$ cat src/hdl/sha1_pkg.sv
// Shared types, constants and round functions of the SHA-1 stream hasher.
// Used by the front end, the word queue, the compression back end and the top level.
package sha1_pkg;

  localparam int QUEUE_DEPTH = 4;
  localparam int QPTR_W = $clog2(QUEUE_DEPTH);
  localparam int QCNT_W = $clog2(QUEUE_DEPTH + 1);

  localparam logic [6:0] LAST_ROUND = 7'd79;
  localparam logic [3:0] LAST_BLOCK_WORD = 4'd15;
  // Index of the word just before the two length words of a final block.
  localparam logic [3:0] PAD_LAST_IDX = 4'd13;
  localparam logic [2:0] LAST_OUT_IDX = 3'd4;
  localparam logic [7:0] MARK_BYTE = 8'h80;

  localparam logic [31:0] INIT_CHAIN [5] = '{
    32'h67452301, 32'hEFCDAB89, 32'h98BADCFE, 32'h10325476, 32'hC3D2E1F0
  };

  localparam logic [31:0] K0 = 32'h5A827999;
  localparam logic [31:0] K1 = 32'h6ED9EBA1;
  localparam logic [31:0] K2 = 32'h8F1BBCDC;
  localparam logic [31:0] K3 = 32'hCA62C1D6;

  typedef struct packed {
    logic [31:0] word;
    logic        final_word;
  } q_entry_t;

  typedef enum logic [2:0] {
    FS_INPUT,
    FS_MARK,
    FS_ZERO,
    FS_LEN_HI,
    FS_LEN_LO
  } front_state_t;

  typedef enum logic [1:0] {
    BS_LOAD,
    BS_ROUND,
    BS_ADD,
    BS_OUT
  } back_state_t;

  function automatic logic [31:0] round_f(logic [6:0] rnd, logic [31:0] b,
                                          logic [31:0] c, logic [31:0] d);
    logic [31:0] f;
    priority if (rnd < 7'd20) f = (b & c) | (~b & d);
    else if (rnd < 7'd40) f = b ^ c ^ d;
    else if (rnd < 7'd60) f = (b & c) | (b & d) | (c & d);
    else f = b ^ c ^ d;
    return f;
  endfunction

  function automatic logic [31:0] round_k(logic [6:0] rnd);
    logic [31:0] k;
    priority if (rnd < 7'd20) k = K0;
    else if (rnd < 7'd40) k = K1;
    else if (rnd < 7'd60) k = K2;
    else k = K3;
    return k;
  endfunction

endpackage

$ cat src/hdl/sha1_queue.sv
// Short first-in first-out queue of block words between front and back end.
// Depends on sha1_pkg for the entry type and depth.
module sha1_queue (
  input  logic               clk,
  input  logic               rst,
  input  logic               push_valid,
  output logic               push_ready,
  input  sha1_pkg::q_entry_t push_entry,
  output logic               pop_valid,
  input  logic               pop_ready,
  output sha1_pkg::q_entry_t pop_entry
);

  sha1_pkg::q_entry_t             mem [sha1_pkg::QUEUE_DEPTH];
  logic [sha1_pkg::QPTR_W-1:0]    wptr;
  logic [sha1_pkg::QPTR_W-1:0]    rptr;
  logic [sha1_pkg::QCNT_W-1:0]    count;
  logic                           do_push;
  logic                           do_pop;

  assign push_ready = (count != sha1_pkg::QCNT_W'(sha1_pkg::QUEUE_DEPTH));
  assign pop_valid  = (count != '0);
  assign pop_entry  = mem[rptr];
  assign do_push    = push_valid && push_ready;
  assign do_pop     = pop_valid && pop_ready;

  always_ff @(posedge clk) begin
    if (rst) begin
      wptr  <= '0;
      rptr  <= '0;
      count <= '0;
    end else begin
      if (do_push) wptr <= wptr + 1'b1;
      if (do_pop) rptr <= rptr + 1'b1;
      unique case ({do_push, do_pop})
        2'b10:   count <= count + 1'b1;
        2'b01:   count <= count - 1'b1;
        default: count <= count;
      endcase
    end
  end

  always_ff @(posedge clk) begin
    if (do_push) mem[wptr] <= push_entry;
  end

endmodule

$ cat src/hdl/sha1_front.sv
// Front end: takes message bytes, packs them into words and appends the padding.
// Depends on sha1_pkg; feeds the word queue.
module sha1_front (
  input  logic               clk,
  input  logic               rst,
  input  logic               in_valid,
  output logic               in_ready,
  input  logic [7:0]         data_byte,
  input  logic               has_byte,
  input  logic               end_of_message,
  output logic               push_valid,
  input  logic               push_ready,
  output sha1_pkg::q_entry_t push_entry
);

  sha1_pkg::front_state_t state, state_next;
  logic [63:0] bit_count, bit_count_next;
  logic [31:0] acc, acc_next;
  logic [1:0]  pos, pos_next;
  logic [3:0]  word_idx, word_idx_next;
  logic [31:0] mark_word;

  always_comb begin
    unique case (pos)
      2'd0: mark_word = {sha1_pkg::MARK_BYTE, 24'h0};
      2'd1: mark_word = {acc[31:24], sha1_pkg::MARK_BYTE, 16'h0};
      2'd2: mark_word = {acc[31:16], sha1_pkg::MARK_BYTE, 8'h0};
      2'd3: mark_word = {acc[31:8], sha1_pkg::MARK_BYTE};
      default: mark_word = '0;
    endcase
  end

  always_ff @(posedge clk) begin
    if (rst) begin
      state     <= sha1_pkg::FS_INPUT;
      bit_count <= '0;
      pos       <= '0;
      word_idx  <= '0;
    end else begin
      state     <= state_next;
      bit_count <= bit_count_next;
      pos       <= pos_next;
      word_idx  <= word_idx_next;
    end
  end

  always_ff @(posedge clk) begin
    acc <= acc_next;
  end

  always_comb begin
    state_next     = state;
    bit_count_next = bit_count;
    acc_next       = acc;
    pos_next       = pos;
    word_idx_next  = word_idx;
    in_ready       = 1'b0;
    push_valid     = 1'b0;
    push_entry     = '{word: '0, final_word: 1'b0};
    unique case (state)
      sha1_pkg::FS_INPUT: begin
        in_ready = push_ready;
        if (in_valid && push_ready) begin
          if (has_byte) begin
            bit_count_next = bit_count + 64'd8;
            pos_next = pos + 1'b1;
            unique case (pos)
              2'd0: acc_next[31:24] = data_byte;
              2'd1: acc_next[23:16] = data_byte;
              2'd2: acc_next[15:8] = data_byte;
              2'd3: begin
                push_valid = 1'b1;
                push_entry = '{word: {acc[31:8], data_byte}, final_word: 1'b0};
                word_idx_next = word_idx + 1'b1;
              end
              default: acc_next = acc;
            endcase
          end
          if (end_of_message) state_next = sha1_pkg::FS_MARK;
        end
      end
      sha1_pkg::FS_MARK: begin
        push_valid = 1'b1;
        push_entry = '{word: mark_word, final_word: 1'b0};
        if (push_ready) begin
          pos_next = '0;
          word_idx_next = word_idx + 1'b1;
          state_next = (word_idx == sha1_pkg::PAD_LAST_IDX) ? sha1_pkg::FS_LEN_HI
                                                              : sha1_pkg::FS_ZERO;
        end
      end
      sha1_pkg::FS_ZERO: begin
        push_valid = 1'b1;
        if (push_ready) begin
          word_idx_next = word_idx + 1'b1;
          if (word_idx == sha1_pkg::PAD_LAST_IDX) state_next = sha1_pkg::FS_LEN_HI;
        end
      end
      sha1_pkg::FS_LEN_HI: begin
        push_valid = 1'b1;
        push_entry = '{word: bit_count[63:32], final_word: 1'b0};
        if (push_ready) begin
          word_idx_next = word_idx + 1'b1;
          state_next = sha1_pkg::FS_LEN_LO;
        end
      end
      sha1_pkg::FS_LEN_LO: begin
        push_valid = 1'b1;
        push_entry = '{word: bit_count[31:0], final_word: 1'b1};
        if (push_ready) begin
          word_idx_next = '0;
          bit_count_next = '0;
          state_next = sha1_pkg::FS_INPUT;
        end
      end
      default: state_next = sha1_pkg::FS_INPUT;
    endcase
  end

endmodule

$ cat src/hdl/sha1_back.sv
// Back end: gathers sixteen block words, runs the 80 rounds and emits the digest.
// Depends on sha1_pkg; drains the word queue.
module sha1_back (
  input  logic               clk,
  input  logic               rst,
  input  logic               q_valid,
  output logic               q_ready,
  input  sha1_pkg::q_entry_t q_entry,
  output logic               out_valid,
  input  logic               out_ready,
  output logic [31:0]        digest_word,
  output logic [2:0]         word_index,
  output logic               last_word
);

  sha1_pkg::back_state_t state, state_next;
  logic [3:0]  load_cnt, load_cnt_next;
  logic [6:0]  round, round_next;
  logic [2:0]  out_idx, out_idx_next;
  logic        final_blk, final_blk_next;
  logic [31:0] chain [5];
  logic [31:0] work [5];
  logic [31:0] sched [16];
  logic        load_word, start_rounds, round_step, do_add, chain_reset;
  logic [31:0] w_cur;
  logic [31:0] tmp;

  always_comb begin
    if (round < 7'd16) begin
      w_cur = sched[0];
    end else begin
      w_cur = sched[13] ^ sched[8] ^ sched[2] ^ sched[0];
      w_cur = {w_cur[30:0], w_cur[31]};
    end
    tmp = {work[0][26:0], work[0][31:27]}
        + sha1_pkg::round_f(round, work[1], work[2], work[3])
        + work[4] + sha1_pkg::round_k(round) + w_cur;
  end

  always_ff @(posedge clk) begin
    if (rst) begin
      state     <= sha1_pkg::BS_LOAD;
      load_cnt  <= '0;
      round     <= '0;
      out_idx   <= '0;
      final_blk <= 1'b0;
    end else begin
      state     <= state_next;
      load_cnt  <= load_cnt_next;
      round     <= round_next;
      out_idx   <= out_idx_next;
      final_blk <= final_blk_next;
    end
  end

  always_ff @(posedge clk) begin
    if (rst || chain_reset) begin
      for (int i = 0; i < 5; i++) chain[i] <= sha1_pkg::INIT_CHAIN[i];
    end else if (do_add) begin
      for (int i = 0; i < 5; i++) chain[i] <= chain[i] + work[i];
    end
  end

  always_ff @(posedge clk) begin
    if (load_word || round_step) begin
      for (int i = 0; i < 15; i++) sched[i] <= sched[i + 1];
      sched[15] <= load_word ? q_entry.word : w_cur;
    end
    if (start_rounds) begin
      for (int i = 0; i < 5; i++) work[i] <= chain[i];
    end else if (round_step) begin
      work[0] <= tmp;
      work[1] <= work[0];
      work[2] <= {work[1][1:0], work[1][31:2]};
      work[3] <= work[2];
      work[4] <= work[3];
    end
  end

  always_comb begin
    state_next     = state;
    load_cnt_next  = load_cnt;
    round_next     = round;
    out_idx_next   = out_idx;
    final_blk_next = final_blk;
    q_ready        = 1'b0;
    out_valid      = 1'b0;
    load_word      = 1'b0;
    start_rounds   = 1'b0;
    round_step     = 1'b0;
    do_add         = 1'b0;
    chain_reset    = 1'b0;
    unique case (state)
      sha1_pkg::BS_LOAD: begin
        q_ready = 1'b1;
        if (q_valid) begin
          load_word = 1'b1;
          load_cnt_next = load_cnt + 1'b1;
          if (load_cnt == sha1_pkg::LAST_BLOCK_WORD) begin
            start_rounds = 1'b1;
            final_blk_next = q_entry.final_word;
            round_next = '0;
            state_next = sha1_pkg::BS_ROUND;
          end
        end
      end
      sha1_pkg::BS_ROUND: begin
        round_step = 1'b1;
        round_next = round + 1'b1;
        if (round == sha1_pkg::LAST_ROUND) state_next = sha1_pkg::BS_ADD;
      end
      sha1_pkg::BS_ADD: begin
        do_add = 1'b1;
        state_next = final_blk ? sha1_pkg::BS_OUT : sha1_pkg::BS_LOAD;
      end
      sha1_pkg::BS_OUT: begin
        out_valid = 1'b1;
        if (out_ready) begin
          out_idx_next = out_idx + 1'b1;
          if (out_idx == sha1_pkg::LAST_OUT_IDX) begin
            out_idx_next = '0;
            chain_reset = 1'b1;
            state_next = sha1_pkg::BS_LOAD;
          end
        end
      end
      default: state_next = sha1_pkg::BS_LOAD;
    endcase
  end

  assign digest_word = chain[out_idx];
  assign word_index  = out_idx;
  assign last_word   = (out_idx == sha1_pkg::LAST_OUT_IDX);

endmodule

$ cat src/hdl/sha1_stream_hash.sv
// Top level of the SHA-1 stream hasher: front end, word queue and back end.
// Depends on sha1_pkg, sha1_front, sha1_queue and sha1_back.
//
//   channel | handshake           | payload
//   --------+---------------------+-----------------------------------------
//   in      | in_valid, in_ready  | data_byte, has_byte, end_of_message
//   out     | out_valid, out_ready| digest_word, word_index, last_word
//
// The front end takes one byte per cycle while the four-entry queue has room.
// While the back end runs the 80 rounds and the add step of a block, only 16
// bytes fit in the queue; the other 48 bytes then arrive one per cycle.
// A message ends in one or two padded blocks, then the five digest words go out.
// The next message can enter while the back end still works on the last one.
// Reset returns both ends to their idle state and the chaining words to the
// initial values; no clearing pass is needed.
module sha1_stream_hash (
  input  logic        clk,
  input  logic        rst,
  input  logic        in_valid,
  output logic        in_ready,
  input  logic [7:0]  data_byte,
  input  logic        has_byte,
  input  logic        end_of_message,
  output logic        out_valid,
  input  logic        out_ready,
  output logic [31:0] digest_word,
  output logic [2:0]  word_index,
  output logic        last_word
);

  logic               push_valid;
  logic               push_ready;
  sha1_pkg::q_entry_t push_entry;
  logic               pop_valid;
  logic               pop_ready;
  sha1_pkg::q_entry_t pop_entry;

  sha1_front u_front (
    .clk            (clk),
    .rst            (rst),
    .in_valid       (in_valid),
    .in_ready       (in_ready),
    .data_byte      (data_byte),
    .has_byte       (has_byte),
    .end_of_message (end_of_message),
    .push_valid     (push_valid),
    .push_ready     (push_ready),
    .push_entry     (push_entry)
  );

  sha1_queue u_queue (
    .clk        (clk),
    .rst        (rst),
    .push_valid (push_valid),
    .push_ready (push_ready),
    .push_entry (push_entry),
    .pop_valid  (pop_valid),
    .pop_ready  (pop_ready),
    .pop_entry  (pop_entry)
  );

  sha1_back u_back (
    .clk         (clk),
    .rst         (rst),
    .q_valid     (pop_valid),
    .q_ready     (pop_ready),
    .q_entry     (pop_entry),
    .out_valid   (out_valid),
    .out_ready   (out_ready),
    .digest_word (digest_word),
    .word_index  (word_index),
    .last_word   (last_word)
  );

endmodule

$ cat config.mk
export PLATFORM = sky130hd
export DESIGN_NAME = sha1_stream_hash
export DESIGN_NICKNAME = d
export VERILOG_FILES = /design/src/hdl/sha1_pkg.sv /design/src/hdl/sha1_queue.sv /design/src/hdl/sha1_front.sv /design/src/hdl/sha1_back.sv /design/src/hdl/sha1_stream_hash.sv
export SDC_FILE = /design/constraint.sdc
export NUM_CORES = 2
export LEC_CHECK = 0
export BUFFER_PORTS_ARGS = -buffer_cell sky130_fd_sc_hd__buf_2
export CAP_MARGIN = 20
export CORE_MARGIN = 2
export CORE_UTILIZATION = 25
export CTS_CLUSTER_DIAMETER = 50
export DETAILED_ROUTE_END_ITERATION = 10
export SLEW_MARGIN = 30
export SYNTH_ARGS = -nofsm -noshare
export SYNTH_HDL_FRONTEND = slang
export SYNTH_SLANG_ARGS = --single-unit
$ cat constraint.sdc
create_clock -name clk -period 29.1 [get_ports clk]
set_clock_uncertainty 0.1 [all_clocks]
set_input_delay 1.455 -clock clk [delete_from_list [all_inputs] [get_ports clk]]
set_output_delay 1.455 -clock clk [all_outputs]
set_load 0.1 [all_outputs]
## Yosys cells after proc, flatten, opt, wreduce, memory -nomap -nowiden

Memory sizes are Yosys's and may differ from the RTL's. A register that Yosys moved wholly into a read port is not among the register bits.
Index checks and enable logic that the tools add are counted.

| cells by class | value |
|---|---|
| equality and inequality tests | 32 |
| shift-type cells | 0 |
| reductions and logical operators | 28 |
| order comparisons | 4 |
| div/mod/pow operators | 0 |
| mux-type cells | 93 |
| add/subtract/negate cells | 19 |
| bitwise logic cells | 23 |
| multiply operators | 0 |

Operators with widths:

| kind | count |
|---|---|
| 2-to-1 mux 32 bit | 17 |
| adder 32 bit | 9 |
| 2-to-1 mux 64 bit | 3 |
| XOR 32 bit | 5 |
| case mux 33 bit (4 select lines) | 1 |
| bitwise AND 32 bit | 4 |
| case mux 32 bit (4 select lines) | 1 |
| case mux 64 bit (2 select lines) | 1 |
| 2-to-1 mux 33 bit | 3 |
| OR 32 bit | 3 |
| adder 64 x 4 -> 64 bit (second input constant) | 1 |
| NOT 32 bit | 1 |
| 2-to-1 mux 1 bit | 31 |
| 2-to-1 mux 31 bit | 1 |
| 2-to-1 mux 3 bit | 10 |
| 2-to-1 mux 2 bit | 11 |
| 2-to-1 mux 4 bit | 5 |
| AND reduction 4 bit | 5 |
| != test 2 x 1 -> 1 bit (second input constant) | 9 |
| case mux 3 bit (5 select lines) | 1 |
| < comparator 7 x 5 -> 1 bit (second input constant) | 2 |
| < comparator 7 x 6 -> 1 bit (second input constant) | 2 |
| 2-to-1 mux 7 bit | 2 |
| case mux 7 bit (2 select lines) | 1 |
| other kinds (33) | 70 |

| storage, ports and cells | value |
|---|---|
| output and inout bits | 38 |
| register bits | 121 |
| memories | 4 |
| bits of input ports | 14 |
| RAM bits | 964 |
| bits in latches | 0 |
| ROM bits | 0 |

Memories:

| name | depth | width | rd ports | clocked after memory_dff | write ports | line | text |
|---|---|---|---|---|---|---|---|
| u_back.sched | 16 | 32 | 16 | 0 | 16 | sha1_back.sv:23 | `logic [31:0] sched [16];` |
| u_back.chain | 5 | 32 | 6 | 1 | 5 | sha1_back.sv:21 | `logic [31:0] chain [5];` |
| u_back.work | 5 | 32 | 5 | 0 | 5 | sha1_back.sv:22 | `logic [31:0] work [5];` |
| u_queue.mem | 4 | 33 | 1 | 1 | 1 | sha1_queue.sv:14 | `sha1_pkg::q_entry_t mem [sha1_pkg::QUEUE_DEPTH];` |

## Depth between registers and ports, before layout

An unclocked memory read counts as a cell.

| depth | value |
|---|---|
| depth after elaboration | 12 |
| depth in mapped cells | 26 |
| gate-level depth less buffers | 24 |

## Hierarchy

From an unflattened synthesis, not the netlist that was laid out.

| second synthesis, totals | value |
|---|---|
| cells, all modules | 4258 |
| area total of the unflattened synthesis | 53901.7 µm² |

Modules (own cells, without submodules):

| module | cells each | area each (µm²) | times used |
|---|---|---|---|
| sha1_back | 3498 | 43688.2 | 1 |
| sha1_queue | 225 | 5285.1 | 1 |
| sha1_front | 535 | 4928.5 | 1 |

## Worst setup path after synthesis

No wires, ideal clock.

| timing path | value |
|---|---|
| path type | reg-to-reg |
| from | register u_back.state[1] |
| to | memory u_back.sched[0][0], enable pin |
| slack | 15.716 ns |
| clock period less this slack | 13.384 ns |
| arrival | 9.652 ns |
| path buffers | 3 |
| data required time | 25.368 ns |
| cell stages (with the launch flop) | 6 |
| cells stage by stage | dfxtp_1 > nand2b_1 > clkbuf_1 > clkbuf_1 > clkbuf_1 > nand2_1 |

RTL lines:

| element | line | text |
|---|---|---|
| from (decl) | sha1_back.sv:16 | `sha1_pkg::back_state_t state, state_next;` |
| from (signal assigned) | sha1_back.sv:42 | `state <= sha1_pkg::BS_LOAD;` |
| from (signal assigned) | sha1_back.sv:48 | `state <= state_next;` |
| to (decl) | sha1_back.sv:23 |  |

==> out/qor.yml <==
finish:
  syn_to_final_growth_pct: 14.8
  drive_above_1_share: 0.0952
  antennaDiodeCount: 0
  stdcell_count: 7323
  nets: 4755
logic_synthesis:
  syn_inst: 4296
  synth_top_area_cell: "edfxtp_1"
  ys_types: 79
  yosysWarningCount: 0
  yosysMostFrequentCell: "edfxtp_1"
  yosys_register_bits: 1087
  yosysTopAreaCellShare: 0.553
  synth-edff-count: 988
  syn-cell-area_mm2: 0.0537
  synthFlopType: "edfxtp_1"
  yosysSeqAreaShare: 0.590
  syn_area_per_cell_um2: 12.5
  synthTopCellsByArea: "edfxtp_1 55%, ha_1 5.5%, nand2_1 4.8%, fa_1 4.7%, dfxtp_1 3.7%"
  async_flop_share: 0
  synth_nets: 4672
  synth_commonest_cells: "988 x edfxtp_1, 693 x nand2_1, 289 x nor2_1, 237 x ha_1, 232 x inv_1"
clock_tree:
  ctsResizeCount: 0
  clkSinkCount: 1087
  htree_num_levels: 3
  hold_buffers: 0
  clkTransAtPathRegs_ns: 0.06
  postCtsSetupRepairBufs: 0
  ctsLongestPathBuffers: 3
  numCtsBuffers: 121
  cts_tree: "yes"
  cts_root_buf: "clkbuf_16"
  insertion_delay_ns: 0.77
floorplanning:
  dieWidth_um: 467
  initial_core_util: 0.251
  row_count: 170
  dieArea_mm2: 0.218
  coreArea_mm2: 0.214
  ios: 52
  die_y_um: 467
pwr:
  cellPowerDensity_mw_per_mm2: 91.2
  p_sw_uw: 1790
  intPower_uw: 3820
  clkPwrFrac: 0.283
  p_leak_uw: 0.0220
  p_comb_frac: 0.265
  switching_share: 0.320
  peakVddDrop_mv: 0.0946
  seqPwrFrac: 0.452
route:
  drc: 0
  first_iter_violations: 3257
  ant_nets: 0
  dr.pass1.iters: 6
  num_vias: 33900
  avgRoutedWirePerCell_um: 18.7
  drt-vias-per-instance: 4.63
  drt_wl_total_um: 137000
sta:
  worst_slew_pin_slew_ns: 1.04
  slew_headroom: 0.291
  setup_viol: 0
  rsz0062_at_grt: "no"
  max_freq_mhz: 143
  tns_ns: 0
  min_period_over_period: 0.240
  final_hold_viol_count: 0
  report.final.slew_viol_count: 0
  final.min_clock_period_ns: 7.00
setup_path:
  critPathLaunchType: "flop"
  critPathKind: "reg -> reg"
  path_cells: "a41oi_1, nand2_1, buf_4, o32ai_1, nor2_1, fa_1, inv_1, fa_1, fa_1, inv_1, ha_1, inv_1, fa_1, nor2b_1, o2111ai_1, nand3_1, a31o_2, a211oi_1, nor2b_1, a311oi_1, xor2_1, o21ai_0"
  required_ns: 29.47
  cp.arrival_ns: 7.37
  worstReg2RegEnd: "u_back.work[0][23]"
  max_stage_delay_ns: 0.75
  critPathMostFrequentCell: "fa_1"
  r2r-start: "u_back.round[4]"
  cpMaxStageDelayCell: "nand2_1"
  r2r.worst_path.cells: 22
  crit_path_end_kind: "flop"
  crit_fanout: 21
  r2r_slack_ns: 22.10
grt:
  grt.total_usage: 0.123
  grt_max_degree: 117
  first_global_vias: 32900
  antenna_found_initial: 3
  grt_overflow: 0
  grt_pass1_wl_um: 206000
placed_design:
  io_buffers: 51
  gp_congestion: 0.907
  dp_hpwl_um: 96000
  placed_cells: 7094
worst_hold_path:
  min_from: "u_back.sched[1][53]"
  hp-class: "reg -> reg"
  worst_hold_path.endpoint: "u_back.sched[1][21]"
  hold_depth: 0
status:
  status: "finished clean"
run:
  maxCapViolations: 0
per-layer routing:
metal | vias to the layer above | track usage | part of all wire
li1 | 15700 | - | -
met1 | 16900 | 0.174 | 0.46
met2 | 1080 | 0.190 | 0.45
met3 | 207 | 0.0172 | 0.060
met4 | 0 | 0.0443 | 0.031
met5 | - | 0 | 0
state kept, by name, indices dropped and copies added (netlist names), named ones only:
signal and flops:
u_back.chain 160, u_front.state 3, u_front.word_idx 4, u_back.state 2, u_back.work 160, u_back.final_blk 1
u_front.bit_count 61, u_back.sched 512, u_queue.mem 132, u_back.round 7, u_back.load_cnt 4, u_queue.wptr 2
u_front.pos 2, u_queue.count 3, u_front.acc 24, u_back.word_index 3, u_queue.rptr 2
layout make-up:
class | count | area [um^2]
Sequential cell | 1087 | 31700
Timing Repair Buffer | 96 | 641
Clock buffer | 145 | 3210
Clock inverter | 84 | 985
Inverter | 233 | 880
Tap cell | 2838 | 3550
Fill cell | 21700 | 152000
Multi-Input combinational cell | 2840 | 20700
critical path, delay by kind of cell (launching register included):
| kind | cells | cell delay [ns] |
|---|---|---|
| adders and majority gates | 5 | 1.75 |
| and+or+nand+nor | 5 | 1.26 |
| xor gates and xnor gates | 1 | 0.18 |
| buffers and inverters | 4 | 0.68 |
| DFF | 1 | 0.40 |
| AOI/OAI and AO/OA | 7 | 2.35 |
cells by family (layout without fill, tap and decap cells):
logic type / after synthesis / in the layout / share of synthesized area
flip-flops: 1087 / 1087 / 0.590
adder cells (fa/ha/maj): 362 / 362 / 0.102
buffers and inverters: 369 / 558 / 0.0260
AO/OA/AOI/OAI: 708 / 708 / 0.0845
XOR/XNOR: 319 / 319 / 0.0521
AND/OR/NAND/NOR: 1345 / 1345 / 0.110
multiplexers: 106 / 106 / 0.0357
power groups by stage:
stage               clock [uW]  combinational [uW]  sequential [uW]
floorplan                    0                1090             2830
global placement             0                1470             2560
detailed placement           0                1500             2570
CTS                       1620                1510             2540
global route              1680                1660             2580
finish                    1590                1490             2540
placed cells by master (no fill, tap or decap), drive strengths merged, types with 8 or more instances in the layout:
| cell type | n |
|---|---|
| edfxtp | 988 |
| nand2 | 693 |
| nor2 | 290 |
| inv | 245 |
| ha | 237 |
| o21ai | 209 |
| xnor2 | 186 |
| a21oi | 174 |
| clkbuf | 145 |
| xor2 | 133 |
| fa | 125 |
| dfxtp | 99 |
| buf | 96 |
| mux4 | 65 |
| a21o | 65 |
| nor3 | 64 |
| nand3 | 59 |
| nor2b | 56 |
| clkinv | 50 |
| nand2b | 46 |
| a211oi | 36 |
| o21a | 32 |
| mux2 | 32 |
| nand4 | 31 |
| a222oi | 26 |
| and2 | 24 |
| and3 | 23 |
| a31oi | 21 |
| or3 | 21 |
| o211ai | 18 |
| o21bai | 17 |
| o32ai | 14 |
| o31ai | 14 |
| bufinv | 14 |
| o32a | 13 |
| o31a | 9 |
| mux2i | 9 |
| and4 | 8 |
| clkinvlp | 8 |
metrics by stage:
stage | worst slack [ns] | power (uW) | hold slack (ns) | cell area [um^2] | util
after detailed placement | 22.03 | 4070 | 0.305 | 57400 | 0.268
after global placement | 22.09 | 4030 | 0.300 | 57300 | 0.268
after global routing | 21.61 | 5930 | 0.306 | 61600 | 0.288
final | 22.10 | 5610 | 0.307 | 61600 | 0.288
after floorplan | 15.72 | 3910 | 0.300 | 53700 | -
after CTS | 22.03 | 5670 | 0.301 | 61600 | 0.288
how the worst max path moves through the flow:
stage               cells past startpoint                  to             from
floorplan                               5  u_back.sched[0][0]  u_back.state[1]
global placement                       22  u_back.work[0][23]  u_back.round[4]
detailed placement                     22  u_back.work[0][23]  u_back.round[4]
CTS                                    22  u_back.work[0][23]  u_back.round[4]
global route                           23  u_back.work[0][23]  u_back.round[4]
finish                                 22  u_back.work[0][23]  u_back.round[4]
Note: power is estimated with default switching activity, not from simulation.
